`config.mk`:
```
export PLATFORM = sky130hd
export DESIGN_NAME = gmf_median
export DESIGN_NICKNAME = d
export VERILOG_FILES = /design/src/rtl/core/gmf_pkg.sv /design/src/rtl/core/gmf_median.sv
export SDC_FILE = /design/constraint.sdc
export NUM_CORES = 1
export LEC_CHECK = 0
export BUFFER_PORTS_ARGS = -buffer_cell sky130_fd_sc_hd__buf_4
export CORE_MARGIN = 3
export CORE_UTILIZATION = 46
export DETAILED_ROUTE_END_ITERATION = 6
export SYNTH_ARGS = -nofsm -noshare
export SYNTH_HDL_FRONTEND = slang
export SYNTH_SLANG_ARGS = --single-unit
```
`constraint.sdc`:
```
create_clock -name clock -period 6.7 [get_ports clock]
set_input_delay 1.005 -clock clock [delete_from_list [all_inputs] [get_ports clock]]
set_output_delay 1.005 -clock clock [all_outputs]
set_load 0.005 [all_outputs]
```
`src/rtl/core/gmf_pkg.sv`:
```
package gmf_pkg;

   localparam int PIX_W          = 8;
   localparam int WIN_SIZE       = 9;
   localparam int CFG_WIDTH_W    = 11;
   localparam int CFG_HEIGHT_W   = 12;
   localparam int CSR_INDEX_W    = 1;
   localparam int CSR_DATA_W     = 12;
   localparam int DEFAULT_MAX_WIDTH = 1024;
   localparam int FIFO_DEPTH     = 8;

   localparam logic [CSR_INDEX_W-1:0] REG_IMAGE_WIDTH  = 1'b0;
   localparam logic [CSR_INDEX_W-1:0] REG_IMAGE_HEIGHT = 1'b1;

   localparam logic [CFG_WIDTH_W-1:0]  RESET_IMAGE_WIDTH  = 11'd1024;
   localparam logic [CFG_HEIGHT_W-1:0] RESET_IMAGE_HEIGHT = 12'd480;

   localparam logic OP_PIXEL = 1'b0;
   localparam logic OP_DRAIN = 1'b1;

   // Gray weights as unsigned Q0.8 fractions.
   localparam logic [PIX_W-1:0] GRAY_RED   = 8'd77;
   localparam logic [PIX_W-1:0] GRAY_GREEN = 8'd151;
   localparam logic [PIX_W-1:0] GRAY_BLUE  = 8'd28;

   typedef logic [PIX_W-1:0] pix_type;
   typedef pix_type [WIN_SIZE-1:0] win_type;

   typedef struct packed {
      logic result;
      logic last;
      logic border;
   } gmf_tag_type;

   typedef struct packed {
      pix_type gray_value;
      pix_type filtered_value;
      logic    last_of_frame;
   } gmf_result_type;

endpackage

```
`src/rtl/core/gmf_median.sv`:
```
module gmf_median (
   input  logic                   clock,
   input  logic                   reset,
   input  logic                   in_valid,
   input  gmf_pkg::win_type       in_win,
   input  gmf_pkg::gmf_tag_type   in_tag,
   output logic                   out_valid,
   output gmf_pkg::gmf_result_type out_res
);
   import gmf_pkg::*;

   function automatic pix_type min2(input pix_type a, input pix_type b);
      return (a < b) ? a : b;
   endfunction

   function automatic pix_type max2(input pix_type a, input pix_type b);
      return (a > b) ? a : b;
   endfunction

   function automatic pix_type med3(input pix_type a, input pix_type b, input pix_type c);
      return max2(min2(a, b), min2(max2(a, b), c));
   endfunction

   // Stage one: each row sorted into low, middle and high.
   pix_type     lo_ff [3];
   pix_type     md_ff [3];
   pix_type     hi_ff [3];
   logic        m1_valid_ff;
   pix_type     m1_centre_ff;
   gmf_tag_type m1_tag_ff;

   // Stage two: the median is the middle of these three.
   pix_type     max_lo_ff, med_md_ff, min_hi_ff;
   logic        m2_valid_ff;
   pix_type     m2_centre_ff;
   gmf_tag_type m2_tag_ff;

   logic           out_valid_ff;
   gmf_result_type out_res_ff;
   pix_type        median;

   assign median = med3(max_lo_ff, med_md_ff, min_hi_ff);

   always_ff @(posedge clock) begin
      if (reset) begin
         m1_valid_ff  <= 1'b0;
         m2_valid_ff  <= 1'b0;
         out_valid_ff <= 1'b0;
      end else begin
         m1_valid_ff  <= in_valid;
         m2_valid_ff  <= m1_valid_ff;
         out_valid_ff <= m2_valid_ff;
      end
   end

   always_ff @(posedge clock) begin
      lo_ff[0] <= min2(min2(in_win[0], in_win[1]), in_win[2]);
      md_ff[0] <= med3(in_win[0], in_win[1], in_win[2]);
      hi_ff[0] <= max2(max2(in_win[0], in_win[1]), in_win[2]);
      lo_ff[1] <= min2(min2(in_win[3], in_win[4]), in_win[5]);
      md_ff[1] <= med3(in_win[3], in_win[4], in_win[5]);
      hi_ff[1] <= max2(max2(in_win[3], in_win[4]), in_win[5]);
      lo_ff[2] <= min2(min2(in_win[6], in_win[7]), in_win[8]);
      md_ff[2] <= med3(in_win[6], in_win[7], in_win[8]);
      hi_ff[2] <= max2(max2(in_win[6], in_win[7]), in_win[8]);
      m1_centre_ff <= in_win[4];
      m1_tag_ff    <= in_tag;

      max_lo_ff    <= max2(max2(lo_ff[0], lo_ff[1]), lo_ff[2]);
      med_md_ff    <= med3(md_ff[0], md_ff[1], md_ff[2]);
      min_hi_ff    <= min2(min2(hi_ff[0], hi_ff[1]), hi_ff[2]);
      m2_centre_ff <= m1_centre_ff;
      m2_tag_ff    <= m1_tag_ff;

      out_res_ff.gray_value     <= m2_centre_ff;
      out_res_ff.filtered_value <= m2_tag_ff.border ? m2_centre_ff : median;
      out_res_ff.last_of_frame  <= m2_tag_ff.last;
   end

   assign out_valid = out_valid_ff;
   assign out_res   = out_res_ff;

endmodule

```
# == Word level (Yosys, flattened, before mapping) ==
# Memories as Yosys holds them, arrays and structs flattened.
# Index checks and enable logic that the tools add are counted.
# word_totals
ff_bits,64
ramBits,72
inputBits,78
mem_count,3
# op_classes
order_cmp,30
n_mux,31
# memory_table
name,words,width,read_ports,rd_ports_with_merged_regs,wr,line_no,text
hi_ff,3,8,3,0,3,gmf_median.sv:27,pix_type hi_ff [3];
lo_ff,3,8,3,0,3,gmf_median.sv:25,pix_type lo_ff [3];
md_ff,3,8,3,0,3,gmf_median.sv:26,pix_type md_ff [3];
# ops
operator,count
two-way mux 8 bit,31
greater-than comparator 8 bit,15
< comparator 8 bit,15

# == Longest topological paths before layout ==
# Gate-level depths: netlist (run 1).
# logic_depth
depth_word,7
depth_mapped,26
mapped_depth_nobuf,24

# == Least setup slack after synthesis (run 1) ==
# Ideal clock, no wire load.
# synth_path
path_kind,input -> register
from,input port in_win[33] in the netlist's numbering
to,memory md_ff[0][10] in the netlist's numbering
setup_time_ns,0.121
arrival_time_ns,5.108
required_time_ns,6.579
setup_slack_ns,1.472
cell_stages,25
path_cell_list,inv_1 ha_1 nand2b_1 a21oi_2 nor3_1 o31ai_2 nand3_1 nand2_1 ha_1 nor2b_1 o21a_1 o21a_1 o21bai_2 and2_1 buf_2 a31o_2 inv_1 ha_1 nor2b_1 o21a_1 o21a_1 o21a_1 o21bai_1 a22oi_2 mux2_2
# synth_rtl
element,line_no,text
"start, declared",gmf_median.sv:5,"input gmf_pkg::win_type in_win,"
"end, declared",gmf_median.sv:26,

==> reports/summary.txt, run 1 <==
RUN STATUS
-------------------------------------------------------------------------------------
Result of the run                                                           completed

STA
-------------------------------------------------------------------------------------
Post-route fraction of the period consumed by the critical path                 86.1%
Minimum clock period after layout                                             5.77 ns
Final setup vio count                                                               0
Remaining max-slew budget at the tightest pin                                   25.0%
Number of max-slew violations in the final report                                   0
Setup repair after global routing missed its margin                                no
Worst hold slack                                                             0.323 ns
Hold Fails Final Rpt                                                                0
Sum of negative setup slack                                                      0 ns
Max frequency                                                               0.173 GHz
Worst setup margin                                                           0.933 ns
Worst Clk Skew                                                              0.0190 ns
Transition time of the tightest slew-check pin                                1.12 ns

LAYOUT
-------------------------------------------------------------------------------------
Signed area change from the synthesized netlist to the final layout             16.1%
Post-Layout Cell Count                                                           1444
Number of nets in the layout                                                     1408
Count of antenna diodes in the layout                                               0
Design area                                                                 11400 µm²
End-of-flow core utilization                                                    55.3%
Fraction of layout cells with a size suffix above 1                             21.4%

SYNTHESIS
-------------------------------------------------------------------------------------
Commonest cells in the netlist                                           ha_1 (169), inv_1 (143), dfxtp_1 (136), mux2_2 (91), mux2i_1 (76)
Post-synthesis register bit count                                                 136
Ys Warns                                                                            0
Most repeated cell in the gate-level netlist after synthesis                     ha_1
Cell Area, Synth                                                             9820 µm²
Avg Cell Area, Syn                                                           9.25 µm²
Yosys top cell area share                                                       27.7%
Primary FF master, synth                                                      dfxtp_1
Net count after synthesis                                                        1308
Share of synthesized area occupied by flip-flops and latches                    27.7%
Number of enable flip-flop cells after synthesis                                    0
Largest cells by area after synthesis                                    dfxtp_1 (28%), ha_1 (22%), mux2_2 (10%)
Library cells used by synthesis                                                    64
Share of async-settable or async-resettable flops after synthesis                  0%
Yosys top cell by area                                                        dfxtp_1
Cell count after synthesis                                                       1061

FLOORPLANNING
-------------------------------------------------------------------------------------
I/O pin count                                                                      96
Full die area                                                               23100 µm²
Die X-Extent                                                                   152 µm
DIE HEIGHT                                                                     152 µm
Number of standard-cell rows in the floorplan                                      52
Initial Utilization                                                             47.6%
Standard cell core area                                                     20600 µm²

GLOBAL ROUTE
-------------------------------------------------------------------------------------
Global Route Usage Sum                                                          21.0%
Number of antenna violations at the first check in global routing                   0
Via count of the first global-routing pass                                       7724
Pin count of the biggest net entering global routing                               19
Global-route congestion overflow total                                              0
Wire length of the first global-routing pass                                 39400 µm

CLOCK TREE
-------------------------------------------------------------------------------------
Number of hold-repair buffers added at the cts stage                                0
Maximum buffer depth of the clock tree                                              2
Clock root buffer                                                           clkbuf_16
CTS sink cnt                                                                      136
Clock-pin slew of the registers on the worst-case setup and hold paths        0.06 ns
Clk_lat worst skew                                                            0.43 ns
Total CTS buffers                                                                  17
Post_cts resized                                                                    0
CTS tree                                                                        built
H-tree depth                                                                        4
Number of setup buffers added after CTS                                             0

CRITICAL PATH
-------------------------------------------------------------------------------------
Crit-path slowest cell                                                         o31a_1
CP Capture Type                                                                  flop
Setup CP Type                                                               in -> reg
Cell repeated most along the worst path                                        o21a_1
Critical path cell sequence                                              buf_4 > ha_1 > o21ai_1 > a21oi_2 > nor3_1 > o31a_1 > o21ai_0 > nand2_1 > ha_1 > nor2b_1 > o21a_1 > o21a_1 > o21bai_2 > and2_1 > a31oi_1 > inv_1 > ha_1 > nor2b_1 > o21a_1 > o21a_1 > o21a_1 > o21bai_1 > a22oi_2 > mux2_2
Kind of start point of the critical path                                    input pin
Biggest fanout along the worst timing path                                         18
Arrival time of data at the critical path endpoint                            6.08 ns
Required time at the endpoint of the critical path                            7.01 ns
Reg-to-reg setup timing slack                                                 1.52 ns
Critical path's largest stage delay                                           0.56 ns

PWR
-------------------------------------------------------------------------------------
Power per cell area                                                        487 nW/µm²
Leakage                                                                       5.77 nW
IR drop worst, VDD                                                           0.238 mV
PnR Total Power                                                               5.55 mW

PLACE
-------------------------------------------------------------------------------------
Cells after DPL                                                                  1412
Instance area at placement                                                  10800 µm²
Routability congestion estimate from global placement                           0.854
Number of port buffers                                                             94
Setup WS pre-CTS                                                             0.588 ns
Final HPWL from detailed placement                                           20500 µm

DETAILED ROUTING
-------------------------------------------------------------------------------------
Count of antenna-violating nets left after detailed routing                         0
Routed vias/inst                                                                 5.30
Wire per inst                                                                 16.7 µm
Total routed wirelength                                                      24100 µm
Violation count after the first detailed-routing iteration                        300
Vias                                                                             7653
TritonRoute pass-1 iters                                                            4
DRC violations left                                                                 0

WORST HOLD PATH
-------------------------------------------------------------------------------------
Class of the worst hold path                                               reg -> reg

FLOW RUN
-------------------------------------------------------------------------------------
Number of violations of the max-capacitance limit                                   0

report_power, final:
part | total [mW] | internal [mW] | leakage, nW | switching (mW)
sequential | 1.24 | 1.07 | 1.15 | 0.175
clock | 0.890 | 0.495 | 0.279 | 0.395
combinational | 3.41 | 1.53 | 4.35 | 1.88
worst max-delay path, delay by kind of cell:
kind | cells | cell delay, ns
buffers and inverters | 2 | 0.21
adders and majority gates | 3 | 0.68
and+or+nand+nor | 5 | 1.06
AOI/OAI and AO/OA | 13 | 2.68
muxes | 1 | 0.40
cell usage in the layout (no fill, tap or decap), types with 3 or more instances in the layout:
cell type  netlist  layout
a21o_1          37      37
a21oi_1         62      62
a21oi_2          4       4
a31o_2           4       4
a31oi_1          4       4
and2_1           5       5
and3_1           8       8
and4b_1          3       3
buf_4            1      99
clkbuf_16        0      17
dfxtp_1        136     136
ha_1           169     169
inv_1          143     143
inv_6            0       5
inv_8            0       4
mux2_2          91      91
mux2i_1         76      76
nand2_1         56      56
nand2b_1         9       9
nand3_1         26      26
nand4_1         27      27
nor2_1          31      31
nor2b_1         15      15
o21a_1          14      14
o21ai_0         60      60
o21ai_1          7       7
o21bai_1         3       3
o221ai_1         7       7
o22ai_1          3       3
area by class of cell:
cell class	count	area [µm²]
Tap cell	270	338
Inverter	143	537
Sequential cell	136	2720
Clock inverter	15	154
Timing Repair Buffer	99	743
Multi-Input combinational cell	764	6480
Clock buffer	17	425
Fill cell	1907	9230
flip-flops by register name (all words and copies together) (netlist names), 2 cells and up:
signal        count
med_md_ff         8
max_lo_ff         8
lo_ff            24
md_ff            24
hi_ff            24
m1_centre_ff      8
min_hi_ff         8
m2_tag_ff         2
out_res          17
m2_centre_ff      8
m1_tag_ff         2
metal layers:
layer | vias up | part of all wire, % | track usage [%]
met2 | 109 | 46 | 33.6
li1 | 4003 | - | -
met3 | 29 | 2.6 | 3.27
met5 | - | 0 | 0
met4 | 0 | 1.9 | 6.29
met1 | 3512 | 49 | 29.4
cells by family after synthesis:
kind of cell | synth area share (%)
flip-flops | 27.7
adder cells (fa/ha/maj) | 21.5
buffers and inverters | 6.31
AO/OA/AOI/OAI | 16.1
multiplexers | 18.5
AND/OR/NAND/NOR | 9.81
final timing paths:
| check | start | depth (start not counted) | end |
|---|---|---|---|
| setup reg to reg | med_md_ff[3]$_DFF_P_ | 19 | out_res[4]$_DFF_P_ |
| setup / recovery | in_win[26] | 24 | md_ff[0][12]$_DFF_P_ |
| hold / removal | m1_centre_ff[4]$_DFF_P_ | 0 | m2_centre_ff[4]$_DFF_P_ |
| hold reg to reg | m1_centre_ff[4]$_DFF_P_ | 0 | m2_centre_ff[4]$_DFF_P_ |
Power figures use the tool's default switching activity.
==> run 2: changes to the inputs <==
--- a/config.mk
+++ b/config.mk
@@ -7,7 +7,7 @@
 export LEC_CHECK = 0
 export BUFFER_PORTS_ARGS = -buffer_cell sky130_fd_sc_hd__buf_4
 export CORE_MARGIN = 3
-export CORE_UTILIZATION = 46
+export CORE_UTILIZATION = 35
 export DETAILED_ROUTE_END_ITERATION = 6
 export SYNTH_ARGS = -nofsm -noshare
 export SYNTH_HDL_FRONTEND = slang
==> run 2 against run 1 <==
Compared with the run above:
- via count rose by 0.91%
- utilization fell by 13 points
- cell area rose by 1.3%
- combinational power rose by 1%
- power rose by 1.8%
- critical endpoint is now md_ff[0][10]$_DFF_P_
- largest power group unchanged
- highest routed layer unchanged
==> reports/summary.txt, run 2 (synthesis results as in run 1) <==
RUN STATUS
-------------------------------------------------------------------------------------
Result of the run                                                           completed

CLOCK TREE
-------------------------------------------------------------------------------------
Total CTS buffers                                                                  17   unchanged
CTS tree                                                                        built
Clock-pin slew of the registers on the worst-case setup and hold paths        0.06 ns   about the same
Maximum buffer depth of the clock tree                                              2   unchanged
H-tree depth                                                                        4   unchanged
Number of hold-repair buffers added at the cts stage                                0   unchanged
Clock root buffer                                                           clkbuf_16
Post_cts resized                                                                    0   unchanged
Number of setup buffers added after CTS                                             0   unchanged
Clk_lat worst skew                                                            0.41 ns   -0.02 ns
CTS sink cnt                                                                      136   unchanged

DETAILED ROUTING
-------------------------------------------------------------------------------------
Violation count after the first detailed-routing iteration                        356   +19%
TritonRoute pass-1 iters                                                            5   +1
Count of antenna-violating nets left after detailed routing                         0   unchanged
Total routed wirelength                                                      24600 µm   +2.1%
Vias                                                                             7723   +0.91%
DRC violations left                                                                 0   unchanged
Routed vias/inst                                                                 5.00   -5.7%
Wire per inst                                                                 15.9 µm   -4.6%

STA
-------------------------------------------------------------------------------------
Number of max-slew violations in the final report                                   0   unchanged
Max frequency                                                               0.172 GHz   -0.72%
Worst Clk Skew                                                             0.00800 ns   -0.0110 ns
Hold Fails Final Rpt                                                                0   unchanged
Setup repair after global routing missed its margin                                no
Transition time of the tightest slew-check pin                                1.12 ns   -0.00859 ns
Post-route fraction of the period consumed by the critical path                 86.7%   +0.62 points
Minimum clock period after layout                                             5.81 ns   +0.0416 ns
Sum of negative setup slack                                                      0 ns   unchanged
Final setup vio count                                                               0   unchanged
Remaining max-slew budget at the tightest pin                                   25.6%   +0.57 points

LAYOUT
-------------------------------------------------------------------------------------
End-of-flow core utilization                                                    42.4%   -13 points
Commonest cells after routing, fill and taps aside                       ha_1 (169), inv_1 (143), dfxtp_1 (136)
Commonest non-fill, non-tap cell in the layout                                   ha_1
Count of antenna diodes in the layout                                               0   unchanged
Largest registers in the final layout                                    hi_ff (24), lo_ff (24), md_ff (24)
Fraction of layout cells with a size suffix above 1                             21.2%   -0.15 points
Number of nets in the layout                                                     1408   unchanged
Signed area change from the synthesized netlist to the final layout             17.6%

PWR
-------------------------------------------------------------------------------------
Seq pwr share                                                                   22.0%   -0.4 points
IR drop worst, VDD                                                           0.304 mV   +28%
Fraction of power spent switching nets                                          43.5%   -0.78 points
Comb power frac                                                                 61.3%   -0.2 points
Power share of the clock group                                                  16.7%   +0.7 points
Power per cell area                                                        489 nW/µm²   +0.46%
Leakage                                                                       5.79 nW   +0.23%
Switching component of the power                                              2.45 mW   about the same
PnR Total Power                                                               5.64 mW   +1.8%
Cell internal power dissipation                                               3.19 mW   +3.2%

FLOW RUN
-------------------------------------------------------------------------------------
Number of violations of the max-capacitance limit                                   0   unchanged

GLOBAL ROUTE
-------------------------------------------------------------------------------------
Global routing's busiest layer                                                   met2
Global Route Usage Sum                                                          16.3%   -4.8 points
Number of antenna violations at the first check in global routing                   0   unchanged
Met2 Use GR                                                                     26.3%   -7.3 points
Pin count of the biggest net entering global routing                               19   unchanged
Wire length of the first global-routing pass                                 39400 µm   -0.12%
Global-route congestion overflow total                                              0   unchanged
GR Layer Usage met3                                                             2.80%   -0.47 points
Global routing usage on met1                                                    22.6%   -6.8 points
Via count of the first global-routing pass                                       7617   -1.4%

CRITICAL PATH
-------------------------------------------------------------------------------------
Arrival time of data at the critical path endpoint                            6.10 ns   +0.02 ns
Biggest fanout along the worst timing path                                         18   unchanged
CP Capture Type                                                                  flop
Required time at the endpoint of the critical path                            6.99 ns   -0.02 ns
Kind of start point of the critical path                                    input pin
Setup CP Type                                                               in -> reg
R2R depth                                                                          19   unchanged

PLACE
-------------------------------------------------------------------------------------
Final HPWL from detailed placement                                           20800 µm   +1.6%
Number of port buffers                                                             94   unchanged
Routability congestion estimate from global placement                           0.875   +2.5%

WORST HOLD PATH
-------------------------------------------------------------------------------------
Class of the worst hold path                                               reg -> reg
Cell depth of the worst min-delay path                                              0   unchanged

FLOORPLANNING
-------------------------------------------------------------------------------------
DIE HEIGHT                                                                     173 µm   +14%
Initial Utilization                                                             36.0%   -12 points
I/O pin count                                                                      96   unchanged
Die X-Extent                                                                   173 µm   +14%
Full die area                                                               30100 µm²   +30%
Number of standard-cell rows in the floorplan                                      60   +15%
Standard cell core area                                                     27300 µm²   +32%

## run 2: changes by cell type in the layout (fill, tap and decap cells not counted), sizes merged
cell,previous run,this run
clkbuf,17,18
inv,152,148
bufinv,0,3
clkinvlp,2,1
## run 2: power groups by stage
stage	logic, mW	registers (mW)	clock network [mW]
final	3.46	1.24	0.945
after global routing	3.91	1.27	1.00
after CTS	3.44	1.24	0.964
after detailed placement	3.41	1.26	0
after global placement	3.35	1.26	0
after floorplan	2.66	1.17	0
## run 2: stage by stage
| step | worst slack, ns | hold slack [ns] | area, µm² | instances |
|---|---|---|---|---|
| finish | 0.891 | 0.325 | 11500 | 1545 |
| global route | 0.545 | 0.329 | 11500 | 1545 |
| CTS | 0.945 | 0.326 | 11500 | 1545 |
| detailed placement | 0.548 | 0.312 | 10900 | 1514 |
| global placement | 0.582 | 0.312 | 10900 | 1514 |
| floorplan | 1.47 | 0.310 | 9820 | 1061 |
## run 2: layout make-up
class | instances | area [µm²]
clock buffer | 18 | 429
tap | 372 | 465
clock inverter | 13 | 169
timing repair buffer | 99 | 743
fill | 2623 | 15700
inverter | 143 | 537
sequential | 136 | 2720
multi-input combinational | 764 | 6480
## run 2: critical path: stages
cell and delay [ns]:
buf_4 0.12, ha_1 0.31, o21ai_1 0.17, a21oi_2 0.04, nor3_1 0.25, o31a_1 0.57
o21ai_0 0.23, nand2_1 0.15, ha_1 0.25, nor2b_1 0.13, o21a_1 0.16, o21a_1 0.18
o21bai_2 0.30, and2_1 0.39, a31o_2 0.24, inv_1 0.05, ha_1 0.16, nor2b_1 0.12
o21a_1 0.12, o21a_1 0.11, o21a_1 0.10, o21bai_1 0.07, a22oi_2 0.44, mux2_2 0.40
## run 2: worst paths after layout
check	startpoint	end	slack (ns)
max	in_win[26]	md_ff[0][10]$_DFF_P_	0.89
min	m1_tag_ff[0]$_DFF_P_	m2_tag_ff[0]$_DFF_P_	0.32
max reg2reg	md_ff[0][9]$_DFF_P_	med_md_ff[3]$_DFF_P_	1.26
min reg2reg	m1_tag_ff[0]$_DFF_P_	m2_tag_ff[0]$_DFF_P_	0.32
## run 2: metal layers
layer | share of wire, % | wire, µm | up-vias
li1 | - | - | 3997
met1 | 50 | 12400 | 3595
met2 | 46 | 11300 | 114
met3 | 2.8 | 696 | 17
met4 | 1.1 | 259 | 0
met5 | 0 | 0 | -
