==> config.mk <==
export PLATFORM = sky130hd
export DESIGN_NAME = gmf_out_fifo
export DESIGN_NICKNAME = d
export VERILOG_FILES = /design/src/rtl/core/gmf_pkg.sv /design/src/rtl/core/gmf_out_fifo.sv
export SDC_FILE = /design/constraint.sdc
export NUM_CORES = 1
export LEC_CHECK = 0
export BUFFER_PORTS_ARGS = -buffer_cell sky130_fd_sc_hd__buf_2
export CAP_MARGIN = 20
export CORE_MARGIN = 2
export CORE_UTILIZATION = 40
export DETAILED_ROUTE_END_ITERATION = 6
export HOLD_SLACK_MARGIN = 0.15
export PLACE_DENSITY = 0.64
export SYNTH_ARGS = -nofsm -noshare
export SYNTH_HDL_FRONTEND = slang
export SYNTH_SLANG_ARGS = --single-unit
==> constraint.sdc <==
create_clock -name clock -period 2.8 [get_ports clock]
set_input_delay 0.56 -clock clock [delete_from_list [all_inputs] [get_ports clock]]
set_output_delay 0.56 -clock clock [all_outputs]
set_load 0.05 [all_outputs]
==> src/rtl/core/gmf_pkg.sv <==
package gmf_pkg;

   localparam int PIX_W          = 8;
   localparam int WIN_SIZE       = 9;
   localparam int CFG_WIDTH_W    = 11;
   localparam int CFG_HEIGHT_W   = 12;
   localparam int CSR_INDEX_W    = 1;
   localparam int CSR_DATA_W     = 12;
   localparam int DEFAULT_MAX_WIDTH = 1024;
   localparam int FIFO_DEPTH     = 8;

   localparam logic [CSR_INDEX_W-1:0] REG_IMAGE_WIDTH  = 1'b0;
   localparam logic [CSR_INDEX_W-1:0] REG_IMAGE_HEIGHT = 1'b1;

   localparam logic [CFG_WIDTH_W-1:0]  RESET_IMAGE_WIDTH  = 11'd1024;
   localparam logic [CFG_HEIGHT_W-1:0] RESET_IMAGE_HEIGHT = 12'd480;

   localparam logic OP_PIXEL = 1'b0;
   localparam logic OP_DRAIN = 1'b1;

   // Gray weights as unsigned Q0.8 fractions.
   localparam logic [PIX_W-1:0] GRAY_RED   = 8'd77;
   localparam logic [PIX_W-1:0] GRAY_GREEN = 8'd151;
   localparam logic [PIX_W-1:0] GRAY_BLUE  = 8'd28;

   typedef logic [PIX_W-1:0] pix_type;
   typedef pix_type [WIN_SIZE-1:0] win_type;

   typedef struct packed {
      logic result;
      logic last;
      logic border;
   } gmf_tag_type;

   typedef struct packed {
      pix_type gray_value;
      pix_type filtered_value;
      logic    last_of_frame;
   } gmf_result_type;

endpackage

==> src/rtl/core/gmf_out_fifo.sv <==
module gmf_out_fifo #(
   parameter int DEPTH = gmf_pkg::FIFO_DEPTH
) (
   input  logic                    clock,
   input  logic                    reset,
   input  logic                    wr_en,
   input  gmf_pkg::gmf_result_type wr_data,
   output logic                    rd_valid,
   output gmf_pkg::gmf_result_type rd_data,
   input  logic                    rd_ready
);
   import gmf_pkg::*;

   localparam int PTR_W = $clog2(DEPTH);
   localparam int CNT_W = $clog2(DEPTH + 1);

   gmf_result_type   mem [DEPTH];
   logic [PTR_W-1:0] wr_ptr_ff, wr_ptr_in, rd_ptr_ff, rd_ptr_in;
   logic [CNT_W-1:0] count_ff, count_in;
   logic             rd_take;

   assign rd_valid = (count_ff != '0);
   assign rd_take  = rd_valid && rd_ready;
   assign rd_data  = mem[rd_ptr_ff];

   always_comb begin
      wr_ptr_in = wr_ptr_ff;
      rd_ptr_in = rd_ptr_ff;
      count_in  = count_ff;
      if (wr_en) begin
         wr_ptr_in = (wr_ptr_ff == PTR_W'(DEPTH - 1)) ? '0 : wr_ptr_ff + 1'b1;
      end
      if (rd_take) begin
         rd_ptr_in = (rd_ptr_ff == PTR_W'(DEPTH - 1)) ? '0 : rd_ptr_ff + 1'b1;
      end
      case ({wr_en, rd_take})
         2'b10:   count_in = count_ff + 1'b1;
         2'b01:   count_in = count_ff - 1'b1;
         default: count_in = count_ff;
      endcase
   end

   always_ff @(posedge clock) begin
      if (reset) begin
         wr_ptr_ff <= '0;
         rd_ptr_ff <= '0;
         count_ff  <= '0;
      end else begin
         wr_ptr_ff <= wr_ptr_in;
         rd_ptr_ff <= rd_ptr_in;
         count_ff  <= count_in;
      end
   end

   always_ff @(posedge clock) begin
      if (wr_en) begin
         mem[wr_ptr_ff] <= wr_data;
      end
   end

endmodule

# --- Word level (Yosys, flattened, before mapping) ---
# Memories as Yosys holds them, arrays and structs flattened. A register that Yosys moved wholly into a read port is not among the register bits.
# Index checks and enable logic that the tools add are counted.
word_totals:
  regBits: 10
  latchBits: 0
  ramBits: 136
  romBits: 0
  input_bits: 21
  out_inout_bits: 18
  elab_cells: 22
  n_memories: 1
op_classes:
  addsub: 4
  n_mul: 0
  div_mod_pow: 0
  order_cmp: 0
  n_eq_ne: 4
  n_shift: 0
  mux: 7
  bitwise: 0
  reduce_logical: 3
memory_table:
  columns: ["name", "words", "width", "rd", "rd_clocked_by_memory_dff", "write_ports", "line", "source"]
  rows:
  - ["mem", 8, 17, 1, 1, 1, "gmf_out_fifo.sv:17", "gmf_result_type mem [DEPTH];"]
ops:
  columns: ["op", "count"]
  rows:
  - ["$mux W3", 4]
  - ["$pmux W4 S2", 1]
  - ["$add A3 B1 Y3 const B", 2]
  - ["$eq A3 B3 Y1 const B", 2]
  - ["$add A4 B1 Y4 const B", 1]
  - ["$reduce_bool A4 Y1", 1]
  - ["$sub A4 B1 Y4 const B", 1]
  - ["$eq A2 B1 Y1 const B", 1]
  - ["$eq A2 B2 Y1 const B", 1]
  - ["$mux W1", 2]
  - ["$reduce_bool A2 Y1", 1]
  - ["$logic_and A1 B1 Y1", 1]

# --- Depth between registers and ports, before layout ---
# Gate-level depths: netlist of the first run.
depth:
  depth_word: 4
  ltp_mapped: 10
  depth_no_buf: 10

# --- Worst setup path after synthesis of the first run ---
# Ideal clock, no wire load.
synth_timing:
  path_type: "reg2reg"
  from: "register count_ff[1]"
  to: "register count_ff[3]"
  setup_time_ps: 121
  arrival_time_ps: 2451
  t_required_ps: 2679
  slack_ps: 228
  stages_incl_launch_ff: 10
  path_buffers: 1
  synth_period_minus_slack_ps: 2572
  path_cell_list: "dfxtp_1 > or4_4 > nand2_1 > inv_1 > ha_1 > clkbuf_1 > nor4b_1 > a41oi_1 > o41ai_1 > mux2_2"
synth_between:
  elab_chain_cells: 4
  elab_cells_between_ends: 8
  classes_between: "add/sub: 2; eq/ne: 2; mux: 1; reduce/logical: 3"
synth_lines:
  columns: ["item", "line", "source"]
  rows:
  - ["start: declaration", "gmf_out_fifo.sv:19", "logic [CNT_W-1:0] count_ff, count_in;"]
  - ["start signal: assignment", "gmf_out_fifo.sv:51", "count_ff <= count_in;"]
  - ["$reduce_bool A4 Y1 (*)", "gmf_out_fifo.sv:22", "assign rd_valid = (count_ff != '0);"]
  - ["net rd_valid", "gmf_out_fifo.sv:8", "output logic rd_valid,"]
  - ["$logic_and A1 B1 Y1 (*)", "gmf_out_fifo.sv:23", "assign rd_take = rd_valid && rd_ready;"]
  - ["$eq A2 B1 Y1 or $eq A2 B2 Y1 (tied branches)", "gmf_out_fifo.sv:36", "case ({wr_en, rd_take})"]
  - ["$pmux W4 S2 or $reduce_bool A2 Y1 (tied branches)", null, null]
# The timed path passes the listed nets; every way through them passes the cells marked *.
# A chain may end at the register's enable or synchronous reset.

==> impl_metrics.env, run 1 <==
export IMPL_route_detailed_drc=0
export IMPL_fin_area_sq_um=6990
export IMPL_hold_violations=0
export IMPL_final_layout_size_suffix_gt1_share_pct=34.8
export IMPL_regArea_sq_um=4350
export IMPL_antenna_cells=0
export IMPL_worst_slew_pin_slew_ns=0.695
export IMPL_ir_drop_mv=0.391
export IMPL_vias=2809
export IMPL_grt_usage_pct=14.3
export IMPL_drv_cap=0
export IMPL_grt_start_max_net_pins=35
export IMPL_rsz0062_at_grt="false"
export IMPL_hold_path_startpoint="wr_data[3]"
export IMPL_synth_mux_area_share_pct=18.8
export IMPL_clk_path_buf_depth=2
export IMPL_max_freq_mhz=372
export IMPL_min_path_type="input port to register"
export IMPL_holdBufCountCts=0
export IMPL_crit_path_end_kind="output port"
export IMPL_drv_slew=0
export IMPL_synth_seq_cells=149
export IMPL_p_leak_nw=2.40
export IMPL_synth_area_leader_cell="edfxtp_1"
export IMPL_drt_vias_per_instance=5.28
export IMPL_layout_area_overhead_vs_synth_pct=19.3
export IMPL_antenna_found_initial=1
export IMPL_drt_wl_total_um=10600
export IMPL_pin_count=39
export IMPL_cp_max_fo=34
export IMPL_cts_clk_slew_worst_paths_ns=0.06
export IMPL_crit_chain="buf_12 -> mux4_1 -> mux2_2 -> buf_2"
export IMPL_timing_rr_start="count_ff[1]$_SDFFE_PP0P_"
export IMPL_setup_viol=0
export IMPL_worstSetupPathType="register to output port"
export IMPL_start_util_pct=40.6
export IMPL_synth_top_area_share_pct=69.7
export IMPL_fp_dieW_um=125
export IMPL_multi_input_area_sq_um=1440
export IMPL_die_area_sq_um=15600
export IMPL_nets=363
export IMPL_fill_cells=1188
export IMPL_wire_per_inst_um=19.8
export IMPL_crit_arrival_ns=2.13
export IMPL_yosys_top_cells_area="edfxtp_1 (70%), mux4_1 (11%), dfxtp_1 (4.4%)"
export IMPL_cp_data_required_time_ns=2.24
export IMPL_cts_buffers=17
export IMPL_post_cts_buffers=0
export IMPL_synth_compound_area_share_pct=0.897
export IMPL_synth_xor_area_share_pct=0.449
export IMPL_die_height_um=125
export IMPL_status="completed"
export IMPL_antenna_left=0
export IMPL_cts_root_buf="clkbuf_16"
export IMPL_drtIter0Drc=141
export IMPL_cts_sinks=149
export IMPL_grt_pass1_wl_um=16400
export IMPL_drt_first_pass_iters=4
export IMPL_grt_overflow=0
export IMPL_finalClockSkew_ns=0.00875
export IMPL_path_delay_family="multiplexers"
export IMPL_cts_tree="built"
export IMPL_ys_seq_area_share_pct=74.2
export IMPL_relSlewSlack_pct=53.4
export IMPL_gp_routability_congestion=0.748
export IMPL_period_share_pct=96.1
export IMPL_yosysWarnings=0
export IMPL_coreArea_sq_um=14400
export IMPL_p_per_area_nw_per_um2=874
export IMPL_hpwl_um=6550
export IMPL_slowest_delay_ns=0.61
export IMPL_ys_types=27
export IMPL_syn_avg_cell_area_sq_um=21.6
export IMPL_crit_buf_inv=2
export IMPL_syn_inst=271
export IMPL_placed_cell_area_sq_um=6400
export IMPL_synth_adder_area_share_pct=1.50
export IMPL_synth_area_sq_um=5860
export IMPL_synth_top_family_by_area="multiplexers"
export IMPL_grt_pass1_vias=2900
export IMPL_synth_simple_area_share_pct=2.76
export IMPL_htreeDepth=4
export IMPL_clk_latency_ns=0.41
export IMPL_period_minus_slack_ns=2.69
export IMPL_layout_commonest_cell="edfxtp_1"
export IMPL_crit_path_top_delay_cell="mux4_1"
export IMPL_rows=44
export IMPL_start_kind="register"
export IMPL_final_cell_mix="edfxtp_1 (136), buf_2 (38), mux4_1 (24)"
export IMPL_post_cts_resized=0
export IMPL_syn_num_nets=299
export IMPL_tns_ns=0
export IMPL_io_buffers=38
## layout make-up
type	count	area share, %
clock buffers	24	7.18
well taps	184	3.30
inverters	2	0.107
multi-input cells	108	20.7
flip-flops and latches	149	62.2
repair buffers	57	5.48
clock inverters	8	1.06
## metrics by stage
stage          util [%]  power (W)  instances  setup slack [ns]  hold slack, ns
2_1_floorplan         -    0.00372        271             0.228           0.450
3_3_place_gp       44.4    0.00397        500             0.355           0.479
3_5_place_dp       44.4    0.00401        500             0.162           0.482
4_1_cts            48.4    0.00616        532            0.0554           0.399
5_1_grt            48.4    0.00635        532           0.00305           0.413
6_report           48.4    0.00611        532             0.110           0.409
## path summary, 6_finish.rpt
path	end	slack (ns)	cells after the start
worst max-delay path	rd_data[3]	0.11	4
worst max register to register	count_ff[3]$_SDFFE_PP0P_	0.18	8
worst min register to register	register	0.49	2
worst min-delay path	mem[2][3]$_DFFE_PP_	0.41	1
## sequential cells by signal (all words and copies together) (netlist names), named ones only
register / cells
count_ff: 4
mem: 136
rd_ptr_ff: 3
wr_ptr_ff: 3
## synthesized netlist by cell type, drive strengths merged
| master | n |
|---|---|
| clkbuf | 6 |
| dfxtp | 13 |
| inv | 2 |
| buf | 6 |
| mux2i | 3 |
| or4 | 1 |
| nor3 | 3 |
| nand2 | 7 |
| nand3 | 1 |
| xor2 | 3 |
| mux2 | 19 |
| o41ai | 1 |
| o21ai | 1 |
| nor4b | 1 |
| mux4 | 34 |
| nand4b | 1 |
| edfxtp | 136 |
| a21oi | 6 |
| nor2 | 13 |
| ha | 7 |
| or3 | 2 |
| nor2b | 1 |
| nand2b | 3 |
| a41oi | 1 |
## cell families after synthesis
kind of cell               Yosys count
muxes                               56
xor gates and xnor gates             3
DFF                                149
buffers and inverters               14
adders and majority gates            7
AOI/OAI and AO/OA                    9
and+or+nand+nor                     33
## where the power goes
part	internal [W]	switching [W]
sequential	0.00252	0.0000604
clock	0.00133	0.000818
combinational	0.000557	0.000820
total	0.00441	0.00170
## layer usage
metal	track usage, %	routed length [um]	vias up
met1	17.7	4520	1479
met3	4.49	345	19
met4	5.16	145	2
met5	0	11	-
li1	-	-	1261
met2	23.8	5530	48
Note: power is estimated with default switching activity, not from simulation.
==> run 2: changes to the inputs <==
==> constraint.sdc (replaced) <==
create_clock -name clock -period 2.8 [get_ports clock]
set_input_delay 0.7 -clock clock [delete_from_list [all_inputs] [get_ports clock]]
set_output_delay 0.7 -clock clock [all_outputs]
set_load 0.05 [all_outputs]
==> impl_metrics.env, run 2 (synthesis results as in run 1) <==
export IMPL_drt_first_pass_iters=4
export IMPL_setup_slack_ns=0.0618
export IMPL_hpwl_um=6170
export IMPL_route_detailed_drc=0
export IMPL_final_layout_size_suffix_gt1_share_pct=32.9
export IMPL_worst_hold_slack_ns=0.502
export IMPL_holdBufCountCts=0
export IMPL_cp_max_fo=9
export IMPL_use_met3_pct=4.54
export IMPL_fill_cells=1216
export IMPL_period_share_pct=97.8
export IMPL_grt_usage_pct=14.0
export IMPL_r2r_slack_ns=0.22
export IMPL_min_delay_path_depth=2
export IMPL_top_register="mem"
export IMPL_setup_viol=0
export IMPL_vias=2720
export IMPL_cts_clk_slew_worst_paths_ns=0.06
export IMPL_grt_pass1_vias=2930
export IMPL_start_util_pct=40.6
export IMPL_io_buffers=38
export IMPL_cp_data_required_time_ns=2.10
export IMPL_clk_latency_ns=0.41
export IMPL_use_met2_pct=23.8
export IMPL_cts_tree="built"
export IMPL_largest_reg_flops=136
export IMPL_max_freq_mhz=365
export IMPL_drv_cap=0
export IMPL_nets=362
export IMPL_regArea_sq_um=4350
export IMPL_post_cts_buffers=0
export IMPL_top_regs="mem: 136 flops, count_ff: 4 flops"
export IMPL_clk_path_buf_depth=2
export IMPL_finalClockSkew_ns=0.00876
export IMPL_timing_rr_start="count_ff[1]$_SDFFE_PP0P_"
export IMPL_fin_util_pct=48.0
export IMPL_relSlewSlack_pct=78.8
export IMPL_pin_count=39
export IMPL_ir_drop_mv=0.514
export IMPL_cts_buffers=17
export IMPL_crit_chain="buf_6 -> mux4_1 -> mux2_2 -> buf_2"
export IMPL_slowest_delay_ns=0.57
export IMPL_grt_busiest_layer="met2"
export IMPL_drv_slew=0
export IMPL_antenna_left=0
export IMPL_grt_pass1_wl_um=16100
export IMPL_path_delay_family="multiplexers"
export IMPL_crit_buf_inv=2
export IMPL_r2r_end="count_ff[2]$_SDFFE_PP0P_"
export IMPL_grt_overflow=0
export IMPL_antenna_found_initial=0
export IMPL_p_per_area_nw_per_um2=868
export IMPL_worst_slew_pin_slew_ns=0.318
export IMPL_status="completed"
export IMPL_crit_path_end_kind="output port"
export IMPL_antenna_cells=0
export IMPL_die_area_sq_um=15600
export IMPL_start_kind="register"
export IMPL_die_height_um=125
export IMPL_rr_worst_depth=10
export IMPL_p_leak_nw=2.37
export IMPL_crit_path_top_delay_cell="mux4_1"
export IMPL_wire_per_inst_um=19.3
export IMPL_fp_dieW_um=125
export IMPL_dp_slack_ns=0.260
export IMPL_period_minus_slack_ns=2.74
export IMPL_coreArea_sq_um=14400
export IMPL_use_met1_pct=16.8
export IMPL_multi_input_area_sq_um=1430
export IMPL_drt_wl_total_um=10200
export IMPL_hold_path_startpoint="rd_ptr_ff[1]$_SDFFE_PP0N_"
export IMPL_grt_start_max_net_pins=35
export IMPL_rows=44
export IMPL_min_path_type="register to register"
export IMPL_layout_area_overhead_vs_synth_pct=18.3
export IMPL_drtIter0Drc=141
export IMPL_layout_commonest_cell="edfxtp_1"
export IMPL_drt_vias_per_instance=5.12
export IMPL_worstSetupPathType="register to output port"
export IMPL_final_cell_mix="edfxtp_1 (136), buf_2 (35), mux4_1 (23)"
export IMPL_gp_routability_congestion=0.690
export IMPL_hold_violations=0
export IMPL_cts_sinks=149
export IMPL_crit_arrival_ns=2.04
export IMPL_cts_root_buf="clkbuf_16"
export IMPL_htreeDepth=4
-- run 2: cell types whose count changed in the layout (fill, tap and decap cells not counted), sizes merged --
cell and change:
buf -3, clkbuf +3, clkinvlp -1
-- run 2: tightest hold or removal path: stages, from the launching register on --
cell	delay (ns)
dfxtp_1	0.32
nand2_1	0.07
a21oi_1	0.07
-- run 2: layout make-up --
class / count / area share (%)
Timing Repair Buffer: 56 / 5.47
Multi-Input combinational cell: 108 / 20.7
Tap cell: 184 / 3.32
Clock buffer: 25 / 6.72
Inverter: 2 / 0.108
Clock inverter: 7 / 0.885
Sequential cell: 149 / 62.8
-- run 2: metrics by stage --
| step | instance area (sq um) | TNS, ns | std cells | total power (W) |
|---|---|---|---|---|
| after global placement | 6360 | 0 | 498 | 0.00398 |
| after detailed placement | 6360 | 0 | 498 | 0.00401 |
| after global routing | 6930 | -0.00888 | 531 | 0.00627 |
| after CTS | 6890 | 0 | 530 | 0.00603 |
| final | 6930 | 0 | 531 | 0.00601 |
| after floorplan | 5860 | 0 | 271 | 0.00372 |
-- run 2: how the worst max path moves through the flow --
stage                        startpoint                       end  slack (ns)  depth (start not counted)
2_1_floorplan  count_ff[1]$_SDFFE_PP0P_  count_ff[3]$_SDFFE_PP0P_        0.23                          9
3_3_place_gp   count_ff[1]$_SDFFE_PP0P_  count_ff[3]$_SDFFE_PP0P_        0.34                          8
3_5_place_dp   count_ff[1]$_SDFFE_PP0P_  count_ff[2]$_SDFFE_PP0P_        0.26                         10
4_1_cts                        register                rd_data[3]       0.009                          4
5_1_grt                        register                rd_data[0]      -0.009                          4
6_report                       register                rd_data[9]        0.06                          4
-- run 2: metal layers --
layer  vias to the layer above  part of all wire (%)
met3                         8                   4.3
li1                       1255                     -
met1                      1406                    43
met4                         0                  0.87
met2                        51                    51
met5                         -                     0
-- run 2: power by group --
group	internal, W	switching, W	leakage (nW)
logic	0.000600	0.000813	0.767
clock network	0.00123	0.000775	0.256
registers	0.00252	0.0000663	1.34
-- run 2: repair_timing --
item	CTS	global route
gates cloned	0	1
gates resized for setup	3	3
setup endpoints to repair	3	11
==> run 3: changes to the inputs <==
- CORE_ASPECT_RATIO: default -> 1.1
- CORE_UTILIZATION: 40 -> 50
- PLACE_DENSITY: 0.64 -> 0.75
==> impl_metrics.env, run 3 (synthesis results as in run 1) <==
export IMPL_hold_violations=0
export IMPL_fin_util_pct=61.1
export IMPL_start_kind="register"
export IMPL_clk_latency_ns=0.41
export IMPL_pin_count=39
export IMPL_finalClockSkew_ns=0.00796
export IMPL_htreeDepth=4
export IMPL_status="completed"
export IMPL_fill_cells=787
export IMPL_gp_routability_congestion=0.675
export IMPL_largest_reg_flops=136
export IMPL_top_register="mem"
export IMPL_io_buffers=38
export IMPL_nets=359
export IMPL_crit_arrival_ns=2.07
export IMPL_die_area_sq_um=12600
export IMPL_crit_path_end_kind="output port"
export IMPL_cts_tree="built"
export IMPL_cts_buffers=17
export IMPL_cts_root_buf="clkbuf_16"
export IMPL_vias=2804
export IMPL_p_leak_nw=2.39
export IMPL_cts_clk_slew_worst_paths_ns=0.06
export IMPL_drv_cap=0
export IMPL_hpwl_um=5410
export IMPL_fp_dieW_um=107
export IMPL_relSlewSlack_pct=78.0
export IMPL_wire_per_inst_um=21.6
export IMPL_rows=41
export IMPL_drv_slew=0
export IMPL_final_cell_mix="edfxtp_1 (136), buf_2 (25), mux2_2 (19), clkbuf_16 (19), mux4_1 (18)"
export IMPL_grt_overflow=0
export IMPL_grt_usage_pct=17.7
export IMPL_ir_drop_mv=0.554
export IMPL_final_layout_size_suffix_gt1_share_pct=35.5
export IMPL_cp_max_fo=8
export IMPL_drt_wl_total_um=10700
export IMPL_p_per_area_nw_per_um2=912
export IMPL_drtIter0Drc=284
export IMPL_worst_slew_pin_slew_ns=0.326
export IMPL_layout_area_overhead_vs_synth_pct=19.4
export IMPL_period_minus_slack_ns=2.77
export IMPL_layout_commonest_cell="edfxtp_1"
export IMPL_max_freq_mhz=362
export IMPL_top_regs="mem: 136 flops, count_ff: 4 flops"
export IMPL_worst_hold_slack_ns=0.504
export IMPL_die_height_um=118
export IMPL_coreArea_sq_um=11400
export IMPL_grt_pass1_wl_um=16000
export IMPL_route_detailed_drc=0
export IMPL_total_power_w=0.00638
export IMPL_antenna_cells=0
export IMPL_holdBufCountCts=0
export IMPL_grt_start_max_net_pins=35
export IMPL_clk_path_buf_depth=2
export IMPL_setup_viol=0
export IMPL_period_share_pct=98.8
export IMPL_start_util_pct=51.2
export IMPL_drt_vias_per_instance=5.68
export IMPL_drt_first_pass_iters=6
export IMPL_cp_data_required_time_ns=2.10
export IMPL_antenna_left=0
export IMPL_worstSetupPathType="register to output port"
export IMPL_grt_pass1_vias=2914
export IMPL_rsz0062_at_grt="true"
export IMPL_antenna_found_initial=1
export IMPL_min_path_type="register to register"
export IMPL_cts_sinks=149
-- run 3: cell count changes in the layout (fill, tap and decap cells not counted), moves of 3 or more --
cell and change:
buf_2 -10, buf_6 +7, clkbuf_1 -6, clkinvlp_4 +3
mux4_1 -5, mux4_2 +5
-- run 3: area by class of cell --
type	instances	area, sq um	share of cell area (%)
multi-input combinational	108	1420	20.2
tap	150	188	2.68
sequential	149	4350	62.2
clock inverter	14	161	2.31
inverter	2	7.51	0.107
timing repair buffer	53	445	6.37
clock buffer	18	429	6.14
-- run 3: final timing paths --
| check | slack, ns | to | cells past startpoint | from |
|---|---|---|---|---|
| worst max-delay path | 0.03 | rd_data[3] | 4 | register |
| worst max register to register | 0.26 | count_ff[2]$_SDFFE_PP0P_ | 10 | count_ff[1]$_SDFFE_PP0P_ |
| worst min register to register | 0.50 | register | 2 | rd_ptr_ff[1]$_SDFFE_PP0N_ |
| worst min-delay path | 0.50 | register | 2 | rd_ptr_ff[1]$_SDFFE_PP0N_ |
-- run 3: critical path, cell delays in order, from the launching register on --
cell       delay [ns]
dfxtp_4          0.45
clkbuf_16        0.21
mux4_1           0.55
mux2_2           0.29
buf_6            0.16
-- run 3: where the power goes --
part | switching [W] | internal (W) | leakage, nW | total, W
logic | 0.000834 | 0.000711 | 0.764 | 0.00155
clock network | 0.000839 | 0.00139 | 0.279 | 0.00223
registers | 0.0000819 | 0.00252 | 1.34 | 0.00260
total | 0.00176 | 0.00462 | 2.39 | 0.00638
-- run 3: per-stage QoR --
step	cell area (sq um)	instances	TNS [ns]	setup slack (ns)
after floorplan	5860	271	0	0.228
after global placement	6280	458	0	0.321
after detailed placement	6280	458	0	0.273
after CTS	6930	491	-0.0113	-0.00896
after global routing	6990	494	-0.0770	-0.0265
final	6990	494	0	0.0343
-- run 3: timing repair --
| item | 4_1_cts | 5_1_grt |
|---|---|---|
| gates resized for setup | 18 | 11 |
| endpoints found under the setup margin | 16 | 14 |
| buffers inserted | 0 | 1 |
| cloned | 1 | 2 |
-- run 3: routing by layer --
metal  vias up  global-route usage [%]  wire length (um)
li1       1253                       -                 -
met1      1462                    22.5              4420
met2        71                    28.8              5520
met3        16                    4.60               544
met4         2                    7.31               179
met5         -                       0                11
